$ cat src/hw/rtl/icdte_pkg.sv
// Shared widths, character codes and arithmetic constants for the iCal datetime
// to epoch converter, plus small helper functions. No dependencies.
package icdte_pkg;

	localparam int unsigned LEN_W    = 5;
	localparam int unsigned DATE_W   = 64;
	localparam int unsigned TIME_W   = 48;
	localparam int unsigned CHAR_W   = 8;
	localparam int unsigned OFFSET_W = 17;
	localparam int unsigned EPOCH_W  = 39;

	// internal widths, sized to the ranges that byte-minus-48 digits can reach
	localparam int unsigned DIGIT_W = 10;
	localparam int unsigned YEAR_W  = 19;
	localparam int unsigned FLD_W   = 13;
	localparam int unsigned MAG_W   = 18;
	localparam int unsigned PROD_W  = 2 * MAG_W;
	localparam int unsigned Q4_W    = 16;
	localparam int unsigned Q100_W  = 12;
	localparam int unsigned Q400_W  = 10;
	localparam int unsigned REM_W   = 8;
	localparam int unsigned MD_W    = 14;
	localparam int unsigned HMS_W   = 25;
	localparam int unsigned LEAP_W  = 18;
	localparam int unsigned DAYS_W  = 28;
	localparam int unsigned TOT_W   = 46;

	localparam logic [CHAR_W-1:0] CHAR_T     = 8'h54;
	localparam logic [CHAR_W-1:0] CHAR_Z     = 8'h5A;
	localparam logic [LEN_W-1:0]  LEN_DATE   = 5'd8;
	localparam logic [LEN_W-1:0]  LEN_TIME   = 5'd15;
	localparam logic [LEN_W-1:0]  LEN_ZONE   = 5'd16;

	localparam logic signed [YEAR_W-1:0] YEAR_1601 = 19'sd1601;
	localparam logic signed [YEAR_W-1:0] YEAR_1901 = 19'sd1901;
	localparam logic signed [YEAR_W-1:0] YEAR_1969 = 19'sd1969;
	localparam logic signed [YEAR_W-1:0] YEAR_1970 = 19'sd1970;

	localparam logic signed [FLD_W-1:0] MONTH_MIN = 13'sd1;
	localparam logic signed [FLD_W-1:0] MONTH_MAX = 13'sd12;
	localparam logic signed [FLD_W-1:0] MONTH_FEB = 13'sd2;

	localparam logic signed [9:0]  DAYS_PER_YEAR = 10'sd365;
	localparam logic signed [17:0] SEC_PER_DAY   = 18'sd86400;
	localparam logic signed [12:0] SEC_PER_HOUR  = 13'sd3600;
	localparam logic signed [7:0]  SEC_PER_MIN   = 8'sd60;

	// floor(2^24/100) and floor(2^26/400) are the same number; the estimate is
	// at most one short for any 18-bit magnitude
	localparam logic [MAG_W-1:0]   RECIP_DIV = 18'd167772;
	localparam int unsigned        SH_100    = 24;
	localparam int unsigned        SH_400    = 26;
	localparam logic [MAG_W-1:0]   DIV_100   = 18'd100;
	localparam logic [MAG_W-1:0]   DIV_400   = 18'd400;

	localparam logic signed [TOT_W-1:0] EPOCH_MAX = 46'sd274877906943;
	localparam logic signed [TOT_W-1:0] EPOCH_MIN = -46'sd274877906944;

	function automatic logic signed [DIGIT_W-1:0] digit_val(input logic [CHAR_W-1:0] ch);
		return $signed({2'b00, ch}) - 10'sd48;
	endfunction

	function automatic logic [8:0] month_start(input logic [3:0] m);
		logic [8:0] d;
		case (m)
			4'd1:    d = 9'd0;
			4'd2:    d = 9'd31;
			4'd3:    d = 9'd59;
			4'd4:    d = 9'd90;
			4'd5:    d = 9'd120;
			4'd6:    d = 9'd151;
			4'd7:    d = 9'd181;
			4'd8:    d = 9'd212;
			4'd9:    d = 9'd243;
			4'd10:   d = 9'd273;
			4'd11:   d = 9'd304;
			4'd12:   d = 9'd334;
			default: d = 9'd0;
		endcase
		return d;
	endfunction

	function automatic logic [MAG_W-1:0] magnitude(input logic signed [YEAR_W-1:0] x);
		logic signed [YEAR_W-1:0] n;
		n = -x;
		return x[YEAR_W-1] ? n[MAG_W-1:0] : x[MAG_W-1:0];
	endfunction

	function automatic logic signed [LEAP_W-1:0] with_sign(input logic neg,
	                                                       input logic [Q4_W-1:0] q);
		logic signed [LEAP_W-1:0] v;
		v = $signed({2'b00, q});
		return neg ? -v : v;
	endfunction

endpackage

$ cat src/hw/rtl/icdte_req_if.sv
// Request channel of the datetime converter: the packed iCal text.
// Depends on icdte_pkg.
interface icdte_req_if import icdte_pkg::*; ();
	logic                valid;
	logic                ready;
	logic [LEN_W-1:0]    text_length;
	logic [DATE_W-1:0]   date_chars;
	logic [CHAR_W-1:0]   separator_char;
	logic [TIME_W-1:0]   time_chars;
	logic [CHAR_W-1:0]   zone_char;

	modport source (output valid, text_length, date_chars, separator_char, time_chars,
	                zone_char, input ready);
	modport sink (input valid, text_length, date_chars, separator_char, time_chars,
	              zone_char, output ready);
endinterface

$ cat src/hw/rtl/icdte_rsp_if.sv
// Result channel of the datetime converter: epoch seconds and month flag.
// Depends on icdte_pkg.
interface icdte_rsp_if import icdte_pkg::*; ();
	logic                       valid;
	logic                       ready;
	logic signed [EPOCH_W-1:0]  epoch_seconds;
	logic                       bad_month;

	modport source (output valid, epoch_seconds, bad_month, input ready);
	modport sink (input valid, epoch_seconds, bad_month, output ready);
endinterface

$ cat src/hw/rtl/icdte_cfg_if.sv
// Configuration write channel of the datetime converter: local zone offset.
// Depends on icdte_pkg.
interface icdte_cfg_if import icdte_pkg::*; ();
	logic                        valid;
	logic                        ready;
	logic signed [OFFSET_W-1:0]  local_offset_seconds;

	modport source (output valid, local_offset_seconds, input ready);
	modport sink (input valid, local_offset_seconds, output ready);
endinterface

$ cat src/hw/rtl/ical_datetime_to_epoch_unit.sv
// Converts one packed iCal date or datetime text per request into signed Unix
// seconds. One request is taken every cycle; the nine-stage pipeline moves as a whole,
// so ready falls only while a finished result sits unclaimed in the output stage.
// Texts shorter than eight characters give 0; a month outside 1..12 gives 0 with
// bad_month set. Texts without a 'Z' mark, date-only texts included, have the local
// offset subtracted; the offset register is always writeable and resets to 0. The
// day count multiply (28 x 18 bits) sets the depth of the longest stage.
// Depends on icdte_pkg, icdte_req_if, icdte_rsp_if and icdte_cfg_if.
module ical_datetime_to_epoch_unit import icdte_pkg::*; (
	input logic         clk,
	input logic         arst_n,
	icdte_cfg_if.sink   cfg,
	icdte_req_if.sink   req,
	icdte_rsp_if.source rsp
);

	logic signed [OFFSET_W-1:0] offset_q;
	logic                       adv;

	logic v_s1, v_s2, v_s3, v_s4, v_s5, v_s6, v_s7, v_s8, v_s9;

	// stage 1
	logic signed [DIGIT_W-1:0] dd [8];
	logic signed [DIGIT_W-1:0] td [6];
	logic signed [YEAR_W-1:0]  year_c;
	logic signed [FLD_W-1:0]   month_c, day_c, hour_c, minute_c, second_c;
	logic                      short_c, badm_c, use_time_c, utc_c;
	logic signed [YEAR_W-1:0]  year_s1;
	logic signed [FLD_W-1:0]   month_s1, day_s1, hour_s1, minute_s1, second_s1;
	logic                      zero_s1, bad_s1, local_s1;

	// stage 2
	logic [MAG_W-1:0]          mag_a_s2, mag_b_s2, mag_c_s2, mag_y_s2;
	logic                      neg_a_s2, neg_b_s2, neg_c_s2, ylow0_s2;
	logic signed [YEAR_W-1:0]  yoff_s2;
	logic signed [MD_W-1:0]    md_s2;
	logic                      late_s2;
	logic signed [HMS_W-1:0]   hms_s2;
	logic                      zero_s2, bad_s2, local_s2;

	// stage 3
	logic [PROD_W-1:0]         pb_c, pc_c, py_c;
	logic [Q4_W-1:0]           qa_s3;
	logic [Q100_W-1:0]         qb0_s3, qy0_s3;
	logic [Q400_W-1:0]         qc0_s3;
	logic [MAG_W-1:0]          mag_b_s3, mag_c_s3, mag_y_s3;
	logic                      neg_a_s3, neg_b_s3, neg_c_s3, ylow0_s3;
	logic signed [DAYS_W-1:0]  y365_s3;
	logic signed [MD_W-1:0]    md_s3;
	logic                      late_s3;
	logic signed [HMS_W-1:0]   hms_s3;
	logic                      zero_s3, bad_s3, local_s3;

	// stage 4
	logic [MAG_W-1:0]          rb_c, rc_c, ry_c;
	logic [REM_W-1:0]          ry_fix_c;
	logic                      cb_c, cc_c, cy_c, leap_c;
	logic [Q100_W-1:0]         qy_c;
	logic [Q4_W-1:0]           qa_s4;
	logic [Q100_W-1:0]         qb_s4;
	logic [Q400_W-1:0]         qc_s4;
	logic                      neg_a_s4, neg_b_s4, neg_c_s4, extra_s4;
	logic signed [DAYS_W-1:0]  y365_s4;
	logic signed [MD_W-1:0]    md_s4;
	logic signed [HMS_W-1:0]   hms_s4;
	logic                      zero_s4, bad_s4, local_s4;

	// stages 5 to 9
	logic signed [LEAP_W-1:0]  leaps_s5;
	logic                      extra_s5;
	logic signed [DAYS_W-1:0]  y365_s5;
	logic signed [MD_W-1:0]    md_s5;
	logic signed [HMS_W-1:0]   hms_s5;
	logic                      zero_s5, bad_s5, local_s5;

	logic signed [DAYS_W-1:0]  days_s6;
	logic signed [HMS_W-1:0]   hms_s6;
	logic                      zero_s6, bad_s6, local_s6;

	logic signed [TOT_W-1:0]   prod_s7;
	logic signed [HMS_W-1:0]   hms_s7;
	logic                      zero_s7, bad_s7, local_s7;

	logic signed [TOT_W-1:0]   off_c;
	logic signed [TOT_W-1:0]   total_s8;
	logic                      zero_s8, bad_s8;

	logic signed [TOT_W-1:0]   sat_c;
	logic signed [EPOCH_W-1:0] epoch_s9;
	logic                      bad_s9;

	// whole pipeline advances unless the result stage is held
	assign adv       = !v_s9 || rsp.ready;
	assign req.ready = adv;
	assign cfg.ready = 1'b1;

	always_ff @(posedge clk or negedge arst_n) begin
		if (!arst_n) begin
			offset_q <= '0;
		end else if (cfg.valid) begin
			offset_q <= cfg.local_offset_seconds;
		end
	end

	always_ff @(posedge clk or negedge arst_n) begin
		if (!arst_n) begin
			v_s1 <= 1'b0;
			v_s2 <= 1'b0;
			v_s3 <= 1'b0;
			v_s4 <= 1'b0;
			v_s5 <= 1'b0;
			v_s6 <= 1'b0;
			v_s7 <= 1'b0;
			v_s8 <= 1'b0;
			v_s9 <= 1'b0;
		end else if (adv) begin
			v_s1 <= req.valid;
			v_s2 <= v_s1;
			v_s3 <= v_s2;
			v_s4 <= v_s3;
			v_s5 <= v_s4;
			v_s6 <= v_s5;
			v_s7 <= v_s6;
			v_s8 <= v_s7;
			v_s9 <= v_s8;
		end
	end

	// stage 1: character decode and range checks
	always_comb begin
		for (int i = 0; i < 8; i++) begin
			dd[i] = digit_val(req.date_chars[DATE_W-1-CHAR_W*i -: CHAR_W]);
		end
		for (int i = 0; i < 6; i++) begin
			td[i] = digit_val(req.time_chars[TIME_W-1-CHAR_W*i -: CHAR_W]);
		end
		year_c = YEAR_W'(dd[0]) * 19'sd1000 + YEAR_W'(dd[1]) * 19'sd100
		       + YEAR_W'(dd[2]) * 19'sd10 + YEAR_W'(dd[3]);
		month_c = FLD_W'(dd[4]) * 13'sd10 + FLD_W'(dd[5]);
		day_c   = FLD_W'(dd[6]) * 13'sd10 + FLD_W'(dd[7]);
		use_time_c = (req.text_length >= LEN_TIME) && (req.separator_char == CHAR_T);
		utc_c      = use_time_c && (req.text_length >= LEN_ZONE) && (req.zone_char == CHAR_Z);
		hour_c   = use_time_c ? FLD_W'(td[0]) * 13'sd10 + FLD_W'(td[1]) : '0;
		minute_c = use_time_c ? FLD_W'(td[2]) * 13'sd10 + FLD_W'(td[3]) : '0;
		second_c = use_time_c ? FLD_W'(td[4]) * 13'sd10 + FLD_W'(td[5]) : '0;
		short_c  = req.text_length < LEN_DATE;
		badm_c   = (month_c < MONTH_MIN) || (month_c > MONTH_MAX);
	end

	// stage 4: one-step quotient correction, leap year test
	always_comb begin
		rb_c = mag_b_s3 - MAG_W'(qb0_s3) * DIV_100;
		rc_c = mag_c_s3 - MAG_W'(qc0_s3) * DIV_400;
		ry_c = mag_y_s3 - MAG_W'(qy0_s3) * DIV_100;
		cb_c = rb_c >= DIV_100;
		cc_c = rc_c >= DIV_400;
		cy_c = ry_c >= DIV_100;
		ry_fix_c = cy_c ? REM_W'(ry_c - DIV_100) : REM_W'(ry_c);
		qy_c = qy0_s3 + Q100_W'(cy_c);
		// divisible by 4, and either not by 100 or also by 400
		leap_c = ylow0_s3 && ((ry_fix_c != '0) || (qy_c[1:0] == 2'b00));
	end

	assign pb_c = PROD_W'(mag_b_s2) * PROD_W'(RECIP_DIV);
	assign pc_c = PROD_W'(mag_c_s2) * PROD_W'(RECIP_DIV);
	assign py_c = PROD_W'(mag_y_s2) * PROD_W'(RECIP_DIV);

	assign off_c = local_s7 ? TOT_W'(offset_q) : '0;

	always_comb begin
		if (zero_s8) begin
			sat_c = '0;
		end else if (total_s8 > EPOCH_MAX) begin
			sat_c = EPOCH_MAX;
		end else if (total_s8 < EPOCH_MIN) begin
			sat_c = EPOCH_MIN;
		end else begin
			sat_c = total_s8;
		end
	end

	always_ff @(posedge clk) begin
		if (adv) begin
			// stage 1
			year_s1   <= year_c;
			month_s1  <= month_c;
			day_s1    <= day_c;
			hour_s1   <= hour_c;
			minute_s1 <= minute_c;
			second_s1 <= second_c;
			zero_s1   <= short_c || badm_c;
			bad_s1    <= !short_c && badm_c;
			local_s1  <= !utc_c;

			// stage 2: magnitudes for truncating division, month and time sums
			mag_a_s2 <= magnitude(year_s1 - YEAR_1969);
			neg_a_s2 <= year_s1 < YEAR_1969;
			mag_b_s2 <= magnitude(year_s1 - YEAR_1901);
			neg_b_s2 <= year_s1 < YEAR_1901;
			mag_c_s2 <= magnitude(year_s1 - YEAR_1601);
			neg_c_s2 <= year_s1 < YEAR_1601;
			mag_y_s2 <= magnitude(year_s1);
			ylow0_s2 <= year_s1[1:0] == 2'b00;
			yoff_s2  <= year_s1 - YEAR_1970;
			md_s2    <= $signed({5'b00000, month_start(month_s1[3:0])})
			          + MD_W'(day_s1) - 14'sd1;
			late_s2  <= month_s1 > MONTH_FEB;
			hms_s2   <= HMS_W'(hour_s1) * HMS_W'(SEC_PER_HOUR)
			          + HMS_W'(minute_s1) * HMS_W'(SEC_PER_MIN) + HMS_W'(second_s1);
			zero_s2  <= zero_s1;
			bad_s2   <= bad_s1;
			local_s2 <= local_s1;

			// stage 3: reciprocal estimates, year days
			qa_s3    <= mag_a_s2[MAG_W-1:2];
			qb0_s3   <= pb_c[SH_100 +: Q100_W];
			qc0_s3   <= pc_c[SH_400 +: Q400_W];
			qy0_s3   <= py_c[SH_100 +: Q100_W];
			mag_b_s3 <= mag_b_s2;
			mag_c_s3 <= mag_c_s2;
			mag_y_s3 <= mag_y_s2;
			neg_a_s3 <= neg_a_s2;
			neg_b_s3 <= neg_b_s2;
			neg_c_s3 <= neg_c_s2;
			ylow0_s3 <= ylow0_s2;
			y365_s3  <= DAYS_W'(yoff_s2) * DAYS_W'(DAYS_PER_YEAR);
			md_s3    <= md_s2;
			late_s3  <= late_s2;
			hms_s3   <= hms_s2;
			zero_s3  <= zero_s2;
			bad_s3   <= bad_s2;
			local_s3 <= local_s2;

			// stage 4
			qa_s4    <= qa_s3;
			qb_s4    <= qb0_s3 + Q100_W'(cb_c);
			qc_s4    <= qc0_s3 + Q400_W'(cc_c);
			neg_a_s4 <= neg_a_s3;
			neg_b_s4 <= neg_b_s3;
			neg_c_s4 <= neg_c_s3;
			extra_s4 <= leap_c && late_s3;
			y365_s4  <= y365_s3;
			md_s4    <= md_s3;
			hms_s4   <= hms_s3;
			zero_s4  <= zero_s3;
			bad_s4   <= bad_s3;
			local_s4 <= local_s3;

			// stage 5: leap day count
			leaps_s5 <= with_sign(neg_a_s4, qa_s4) - with_sign(neg_b_s4, Q4_W'(qb_s4))
			          + with_sign(neg_c_s4, Q4_W'(qc_s4));
			extra_s5 <= extra_s4;
			y365_s5  <= y365_s4;
			md_s5    <= md_s4;
			hms_s5   <= hms_s4;
			zero_s5  <= zero_s4;
			bad_s5   <= bad_s4;
			local_s5 <= local_s4;

			// stage 6: day number
			days_s6  <= y365_s5 + DAYS_W'(leaps_s5) + DAYS_W'(md_s5)
			          + $signed({{(DAYS_W-1){1'b0}}, extra_s5});
			hms_s6   <= hms_s5;
			zero_s6  <= zero_s5;
			bad_s6   <= bad_s5;
			local_s6 <= local_s5;

			// stage 7
			prod_s7  <= TOT_W'(days_s6) * TOT_W'(SEC_PER_DAY);
			hms_s7   <= hms_s6;
			zero_s7  <= zero_s6;
			bad_s7   <= bad_s6;
			local_s7 <= local_s6;

			// stage 8
			total_s8 <= prod_s7 + TOT_W'(hms_s7) - off_c;
			zero_s8  <= zero_s7;
			bad_s8   <= bad_s7;

			// stage 9: clamp to the 39-bit range
			epoch_s9 <= sat_c[EPOCH_W-1:0];
			bad_s9   <= bad_s8;
		end
	end

	assign rsp.valid         = v_s9;
	assign rsp.epoch_seconds = epoch_s9;
	assign rsp.bad_month     = bad_s9;

endmodule

$ cat src/flat_wrapper.sv
// flat-port wrapper written by rule: the top's interface ports become plain ports
module ical_datetime_to_epoch_unit_flat import icdte_pkg::*;
  (clk, arst_n, cfg_valid, cfg_local_offset_seconds, cfg_ready, req_valid, req_text_length, req_date_chars, req_separator_char, req_time_chars, req_zone_char, req_ready, rsp_valid, rsp_epoch_seconds, rsp_bad_month, rsp_ready);
  icdte_cfg_if cfg_i ();
  icdte_req_if req_i ();
  icdte_rsp_if rsp_i ();
  input logic clk;
  input logic arst_n;
  input wire logic [$bits(cfg_i.valid)-1:0] cfg_valid;
  input wire logic [$bits(cfg_i.local_offset_seconds)-1:0] cfg_local_offset_seconds;
  output wire logic [$bits(cfg_i.ready)-1:0] cfg_ready;
  input wire logic [$bits(req_i.valid)-1:0] req_valid;
  input wire logic [$bits(req_i.text_length)-1:0] req_text_length;
  input wire logic [$bits(req_i.date_chars)-1:0] req_date_chars;
  input wire logic [$bits(req_i.separator_char)-1:0] req_separator_char;
  input wire logic [$bits(req_i.time_chars)-1:0] req_time_chars;
  input wire logic [$bits(req_i.zone_char)-1:0] req_zone_char;
  output wire logic [$bits(req_i.ready)-1:0] req_ready;
  output wire logic [$bits(rsp_i.valid)-1:0] rsp_valid;
  output wire logic [$bits(rsp_i.epoch_seconds)-1:0] rsp_epoch_seconds;
  output wire logic [$bits(rsp_i.bad_month)-1:0] rsp_bad_month;
  input wire logic [$bits(rsp_i.ready)-1:0] rsp_ready;
  assign cfg_i.valid = cfg_valid;
  assign cfg_i.local_offset_seconds = cfg_local_offset_seconds;
  assign cfg_ready = cfg_i.ready;
  assign req_i.valid = req_valid;
  assign req_i.text_length = req_text_length;
  assign req_i.date_chars = req_date_chars;
  assign req_i.separator_char = req_separator_char;
  assign req_i.time_chars = req_time_chars;
  assign req_i.zone_char = req_zone_char;
  assign req_ready = req_i.ready;
  assign rsp_valid = rsp_i.valid;
  assign rsp_epoch_seconds = rsp_i.epoch_seconds;
  assign rsp_bad_month = rsp_i.bad_month;
  assign rsp_i.ready = rsp_ready;
  ical_datetime_to_epoch_unit u_core (.clk(clk), .arst_n(arst_n), .cfg(cfg_i), .req(req_i), .rsp(rsp_i));
endmodule
$ cat config.mk
export PLATFORM = sky130hd
export DESIGN_NAME = ical_datetime_to_epoch_unit_flat
export DESIGN_NICKNAME = d
export VERILOG_FILES = /design/src/hw/rtl/icdte_pkg.sv /design/src/hw/rtl/icdte_req_if.sv /design/src/hw/rtl/icdte_rsp_if.sv /design/src/hw/rtl/icdte_cfg_if.sv /design/src/hw/rtl/ical_datetime_to_epoch_unit.sv /design/src/flat_wrapper.sv
export SDC_FILE = /design/constraint.sdc
export NUM_CORES = 2
export LEC_CHECK = 0
export ABC_AREA = 1
export BUFFER_PORTS_ARGS = -buffer_cell sky130_fd_sc_hd__buf_2
export CORE_AREA = 2 2 542 544
export DETAILED_ROUTE_END_ITERATION = 7
export DIE_AREA = 0 0 544 546
export SLEW_MARGIN = 20
export SYNTH_ARGS = -nofsm -noshare
export SYNTH_HDL_FRONTEND = slang
export SYNTH_SLANG_ARGS = --single-unit
$ cat constraint.sdc
create_clock -name clk -period 31.2 [get_ports clk]
set_input_delay 4.68 -clock clk [delete_from_list [all_inputs] [get_ports clk]]
set_output_delay 4.68 -clock clk [all_outputs]
set_load 0.05 [all_outputs]
# ---- Word-level counts from Yosys, hierarchy flattened
# Memory sizes are Yosys's and may differ from the RTL's. A register that Yosys moved wholly into a read port is not among the register bits.
# Index checks and enable logic that the tools add are counted.
dict set report classes {
  n_addsub 51
  multipliers 18
  n_lt_le_gt_ge 14
  n_eq_ne 2
  n_mux 13
  reduce_logical 17
}
# cell n
set op_table {}
lappend op_table {{$mux W18} 7}
lappend op_table {{$sub A8 B6 Y9 const B} 14}
lappend op_table {{$mul A18 B16 Y34 const B} 3}
lappend op_table {{$sub A19 B12 Y19 const B} 4}
lappend op_table {{$neg A18 Y18} 4}
lappend op_table {{$sub A18 B18 Y18} 4}
lappend op_table {{$lt A19 B12 Y1 const B} 3}
lappend op_table {{$add A46 B25 Y46} 1}
lappend op_table {{$gt A46 B39 Y1 const B} 1}
lappend op_table {{$lt A46 B39 Y1 const B} 1}
lappend op_table {{$mux W46} 1}
lappend op_table {{$sub A46 B46 Y46} 1}
lappend op_table {{$add A13 B13 Y13} 3}
lappend op_table {{$mul A13 B3 Y12 const B} 3}
lappend op_table {{$mul A28 B11 Y39 const B} 1}
lappend op_table {{$mux W39} 1}
lappend op_table {{$add A19 B19 Y19} 2}
lappend op_table {{$mux W38} 1}
lappend op_table {{$ge A18 B7 Y1 const B} 2}
lappend op_table {{$mul A12 B5 Y16 const B} 2}
lappend op_table {{$add A28 B14 Y28} 1}
lappend op_table {{$add A28 B18 Y28} 1}
lappend op_table {{$add A28 B2 Y28} 1}
lappend op_table {{$mul A19 B10 Y28 const B} 1}
lappend op_table {{other kinds (38)} 52}
dict set report word_totals {
  ff_bits 842
  mem_bits_ro 144
  inputBits 155
  output_inout_bits 43
  wordCells 205
  mem_count 1
}
# memory words width rd rd_clocked_by_memory_dff wr line_no
set memory_table {}
lappend memory_table {{(name not given)} 16 9 1 1 0 icdte_pkg.sv:65} ;# case (m)

# ---- Depth between registers and ports, before layout
dict set report depth {
  depth_word 8
  mapped_depth 32
  depth_no_buf 32
}

# ---- Worst setup path after synthesis
# Ideal clock, no wire load.
dict set report synth_timing {
  path_kind {input to output}
  startpoint {input port rsp_ready}
  endpoint {output port req_ready}
  arrival_ps 27349
  required_ps 26520
  slack_ps -829
  stages 4
  n_path_buf 2
  cell_sequence {inv_1 > nand2_1 > clkbuf_1 > clkbuf_1}
}
dict set report synth_between {
  elab_chain_len 1
}
# element line_no
set synth_lines {}
lappend synth_lines {{from (decl)} flat_wrapper.sv:22} ;# input wire logic [$bits(rsp_i.ready)-1:0] rsp_ready;
lappend synth_lines {{$logic_or A1 B1 Y1} ical_datetime_to_epoch_unit.sv:93} ;# assign adv = !v_s9 || rsp.ready;
lappend synth_lines {{to (decl)} flat_wrapper.sv:18} ;# output wire logic [$bits(req_i.ready)-1:0] req_ready;
# No other way between the ends.

# ---- Worst setup path after layout
dict set report layout_timing {
  startpoint {input port req_date_chars[60]}
  endpoint {register u_core.year_s1[18], data pin}
}
dict set report layout_between {
  elab_chain_len 5
}
# element line_no
set layout_lines {}
lappend layout_lines {{from (decl)} flat_wrapper.sv:14} ;# input wire logic [$bits(req_i.date_chars)-1:0] req_date_chars;
lappend layout_lines {{$sub A8 B6 Y9} icdte_pkg.sv:60} ;# return $signed({2'b00, ch}) - 10'sd48;
lappend layout_lines {{$mul A9 B8 Y16} ical_datetime_to_epoch_unit.sv:137} ;# year_c = YEAR_W'(dd[0]) * 19'sd1000 + YEAR_W'(dd[1]) * 19'sd100
lappend layout_lines {{$add A19 B19 Y19} ical_datetime_to_epoch_unit.sv:137}
lappend layout_lines {{$add A19 B19 Y19} ical_datetime_to_epoch_unit.sv:138} ;# + YEAR_W'(dd[2]) * 19'sd10 + YEAR_W'(dd[3]);
lappend layout_lines {{$add A19 B9 Y19} ical_datetime_to_epoch_unit.sv:138}
lappend layout_lines {{named net u_core.year_c[18]} ical_datetime_to_epoch_unit.sv:25} ;# logic signed [YEAR_W-1:0] year_c;
lappend layout_lines {{to (signal assigned)} ical_datetime_to_epoch_unit.sv:185} ;# year_s1 <= year_c;
lappend layout_lines {{to (decl)} ical_datetime_to_epoch_unit.sv:28} ;# logic signed [YEAR_W-1:0] year_s1;
# The timed path passes the listed nets, and every way through them passes these cells.
# A chain may end at the register's enable or synchronous reset.

==> flow_summary_export.csv <==
group,metric,value,unit
detailed_routing,vias,56864,
cells_and_area,final_core_util,0.319,
clocking,htreeDepth,3,
cells_and_area,num-fill-cells,30169,
cells_and_area,area_taken_by_multi_input_logic_gates,0.0519,mm2
yosys,synth_warnings,0,
yosys,synth_async_sr_flop_share,0.0309,
timing,final-setup-viol-count,0,
worst_setup_path,crit_path_start_kind,"primary input",
global_route,track_usage,0.127,
timing,finalMaxSlewViolations,0,
yosys,dominantRegCellSynth,"sky130_fd_sc_hd__edfxtp_1",
place,total_of_buffers_placed_on_input_and_output_ports,196,
floorplanning,fp.dieArea,0.297,mm2
yosys,synth.top_cells.by_count,"1797 x sky130_fd_sc_hd__inv_1, 1306 x sky130_fd_sc_hd__ha_1, 1196 x sky130_fd_sc_hd__nand2_1, 806 x sky130_fd_sc_hd__edfxtp_1, 740 x sky130_fd_sc_hd__fa_1",
clocking,insertion_delay,0.74,ns
worst_setup_path,critPathTopFamily,"adder cells",
worst_hold_path,min_to,"u_core.y365_s5[25]$_DFFE_PN_",
worst_hold_path,whs_path_depth,0,
place,dpl-instance-area,0.0898,mm2
global_route,maximum_number_of_pins_on_one_net_before_global_route_repair,176,
detailed_routing,detail-route-antenna-nets,0,
worst_setup_path,cpMostUsedCell,"sky130_fd_sc_hd__inv_1",
worst_setup_path,crit_path_max_incr_delay,0.61,ns
place,dp_hpwl,158,mm
worst_hold_path,worstHoldStart,"u_core.y365_s4[25]$_DFFE_PN_",
clocking,tritoncts.num_buffers,96,
timing,final_count_of_hold_timing_violations,0,
worst_setup_path,crit_path_end_kind,"register",
worst_setup_path,crit_type,"in -> reg",
status,outcome,"completed",
clocking,cts.repair.resized,0,
clocking,tritoncts,"built",
worst_setup_path,critical-path-slowest-cell,"sky130_fd_sc_hd__xnor2_1",
clocking,cts_hold_buf,0,
place,gpl.final_weighted_congestion,0.916,
timing,rsz0062_at_grt,"false",
yosys,dominant_cells_by_area_after_synthesis,"sky130_fd_sc_hd__edfxtp_1 29%, sky130_fd_sc_hd__ha_1 19%, sky130_fd_sc_hd__fa_1 18%",
yosys,yosysSeqAreaShare,0.298,
yosys,post_synth_inst_count,8662,
global_route,grt_pass1_vias,56863,
detailed_routing,average_wire_per_standard_cell,14.5,um
floorplanning,floorplan.io_pins,198,
worst_hold_path,timing.hold.worst.class,"reg -> reg",
floorplanning,die_y,546,um
yosys,synth_top_area_cell,"sky130_fd_sc_hd__edfxtp_1",
floorplanning,row_count,199,
cells_and_area,share_of_post_route_cells_with_drive_strength_above_1,0.0492,
worst_setup_path,r2r-end,"u_core.hms_s2[24]$_DFFE_PN_",
timing,timing.final.crit_period,10.84,ns
timing,period_share,0.347,
yosys,number_of_enable_flip_flop_cells_after_synthesis,806,
flow_run,max_cap_viol_count,0,
cells_and_area,finalInstanceArea,0.0932,mm2
worst_setup_path,worstPathMaxFanout,7,
cells_and_area,register_area,0.0250,mm2
worst_setup_path,worst-endpoint-required,31.66,ns
global_route,antenna_violations_before_repair,7,
clocking,cts-root-to-sink-buffers,3,
detailed_routing,post_drt_via_cell_ratio,4.39,
worst_setup_path,rr_worst_depth,26,
yosys,synth_area_per_cell,9.69,um2
timing,fmaxAchievable,92.3,MHz
clocking,post_cts_setup_repair_buffer_count,0,
floorplanning,start_util,0.287,
worst_setup_path,worst_ep_arrival_time,11.30,ns
worst_setup_path,worst-r2r-setup-slack,24.92,ns
worst_setup_path,cp-startpoint,"req_date_chars[60]",
yosys,netlist.area_leader.share,0.288,
timing,max_slew_margin,0.297,
cells_and_area,final_net_count,11141,
yosys,synth_area,0.0840,mm2
yosys,synthMostInstantiatedCell,"sky130_fd_sc_hd__inv_1",
worst_setup_path,cp.buffers_inverters,9,
floorplanning,core_region_area,0.292,mm2
floorplanning,die_x,544,um
clocking,cts.clk_slew.worst_paths,0.06,ns
timing,worst_clock_skew,0.0499,ns
detailed_routing,detail_route.drc_violations,0,
detailed_routing,detail_route.iter0.violations,3077,
global_route,grt_first_pass_wirelength,304,mm
timing,worst-slew-pin-transition,1.05,ns
yosys,yosys.cell_types.count,62,
global_route,overflow,0,
detailed_routing,postRouteWirelength,188,mm
detailed_routing,detailedRoute.firstPassIterationCount,6,
timing,totalNegativeSetupSlack,0,ns
yosys,synth_seq_cells,841,
cells_and_area,syn_to_final_growth,11.0,%
worst_setup_path,worst_r2r_startpoint,"u_core.hour_s1[2]$_SDFFCE_PN0N_",
clocking,cts_root_buf,"sky130_fd_sc_hd__clkbuf_16",
clocking,clock_sinks,841,
[final cells by class]
class	count	area share
sequential	841	0.268
clock inverter	65	0.00933
clock buffer	115	0.0270
multi-input combinational	5971	0.557
antenna	2	0.0000537
tap	3919	0.0526
inverter	1812	0.0730
timing repair buffer	218	0.0125
[per-layer routing]
metal	wire length [um]	global-route usage	vias up
met5	0	0	-
met4	4570	0.0348	0
met3	6320	0.0119	223
met2	84400	0.204	948
met1	92500	0.182	26750
li1	-	-	28943
[cells in the final DEF, fill, tap and decap left out, drive strengths merged, types with 18 or more instances in the layout]
| cell type | netlist | routed |
|---|---|---|
| xnor2 | 186 | 186 |
| o21a | 24 | 24 |
| nor3 | 80 | 80 |
| a21oi | 545 | 545 |
| clkinv | 4 | 37 |
| ha | 1306 | 1306 |
| o21bai | 41 | 41 |
| dfrtp | 26 | 26 |
| mux2 | 18 | 18 |
| nor2 | 541 | 541 |
| a21o | 45 | 45 |
| xor2 | 393 | 393 |
| edfxtp | 806 | 806 |
| nor4 | 27 | 27 |
| nand2 | 1202 | 1202 |
| o21ai | 311 | 311 |
| nand4 | 69 | 69 |
| buf | 17 | 218 |
| nand3 | 244 | 244 |
| inv | 1808 | 1817 |
| a31oi | 52 | 52 |
| bufinv | 0 | 18 |
| fa | 740 | 740 |
| clkbuf | 22 | 115 |
| o211ai | 20 | 20 |
[worst reg2reg max path: stages, from the launching register on]
cell and delay [ns]:
sky130_fd_sc_hd__edfxtp_1 0.48, sky130_fd_sc_hd__ha_1 0.32, sky130_fd_sc_hd__inv_1 0.05, sky130_fd_sc_hd__fa_1 0.50
sky130_fd_sc_hd__inv_1 0.05, sky130_fd_sc_hd__fa_1 0.45, sky130_fd_sc_hd__ha_1 0.30, sky130_fd_sc_hd__ha_1 0.36
sky130_fd_sc_hd__nand2_1 0.08, sky130_fd_sc_hd__nand2_1 0.04, sky130_fd_sc_hd__a31oi_1 0.23, sky130_fd_sc_hd__o21ai_0 0.25
sky130_fd_sc_hd__nand3_1 0.13, sky130_fd_sc_hd__nand2_1 0.08, sky130_fd_sc_hd__a21boi_0 0.31, sky130_fd_sc_hd__o21ai_0 0.15
sky130_fd_sc_hd__xor2_1 0.16, sky130_fd_sc_hd__inv_1 0.07, sky130_fd_sc_hd__fa_1 0.44, sky130_fd_sc_hd__ha_1 0.37
sky130_fd_sc_hd__inv_1 0.07, sky130_fd_sc_hd__nor3_1 0.25, sky130_fd_sc_hd__nand2_1 0.11, sky130_fd_sc_hd__o311ai_0 0.54
sky130_fd_sc_hd__inv_1 0.10, sky130_fd_sc_hd__nand2_1 0.09, sky130_fd_sc_hd__nand2_1 0.04
[kinds of logic (layout without fill, tap and decap cells)]
logic type                 count (synthesis)  after routing  share of synthesized area
adders and majority gates               2046           2046                      0.371
buffers and inverters                   1851           2210                     0.0835
AOI/OAI and AO/OA                       1122           1122                     0.0750
other                                      1              4                  0.0000447
muxes                                     18             18                    0.00241
and+or+nand+nor                         2204           2204                      0.109
xor gates and xnor gates                 579            579                     0.0606
DFF                                      841            841                      0.298
[state kept, by name, summed over array words and instances, names as in the netlist, 19 cells and up, named ones only]
name	count
u_core.total_s8	46
u_core.prod_s7	39
u_core.rsp.epoch_seconds	39
u_core.days_s6	28
u_core.y365_s3	28
u_core.y365_s4	28
u_core.y365_s5	28
u_core.hms_s2	25
u_core.hms_s3	25
u_core.hms_s4	25
u_core.hms_s5	25
u_core.hms_s6	25
u_core.hms_s7	25
u_core.year_s1	19
u_core.yoff_s2	19
[metrics by stage]
step | setup slack (ns) | hold slack, ns | instances
2_1_floorplan | 11.19 | 0.400 | 8663
3_3_place_gp | 19.63 | 0.401 | 12760
3_5_place_dp | 19.58 | 0.405 | 12760
4_1_cts | 20.40 | 0.394 | 12940
5_1_grt | 19.94 | 0.417 | 12942
6_report | 20.36 | 0.399 | 12943
[how the worst max path moves through the flow]
| stage | cells after the start | endpoint |
|---|---|---|
| 2_1_floorplan | 4 | req_ready |
| 3_3_place_gp | 32 | u_core.year_s1[18]$_DFFE_PN_ |
| 3_5_place_dp | 32 | u_core.year_s1[18]$_DFFE_PN_ |
| 4_1_cts | 32 | u_core.year_s1[18]$_DFFE_PN_ |
| 5_1_grt | 32 | u_core.year_s1[18]$_DFFE_PN_ |
| 6_report | 30 | u_core.year_s1[18]$_DFFE_PN_ |
Power is not shown: default switching activity piles up to over one toggle a cycle in this logic, so the estimate is an artifact.
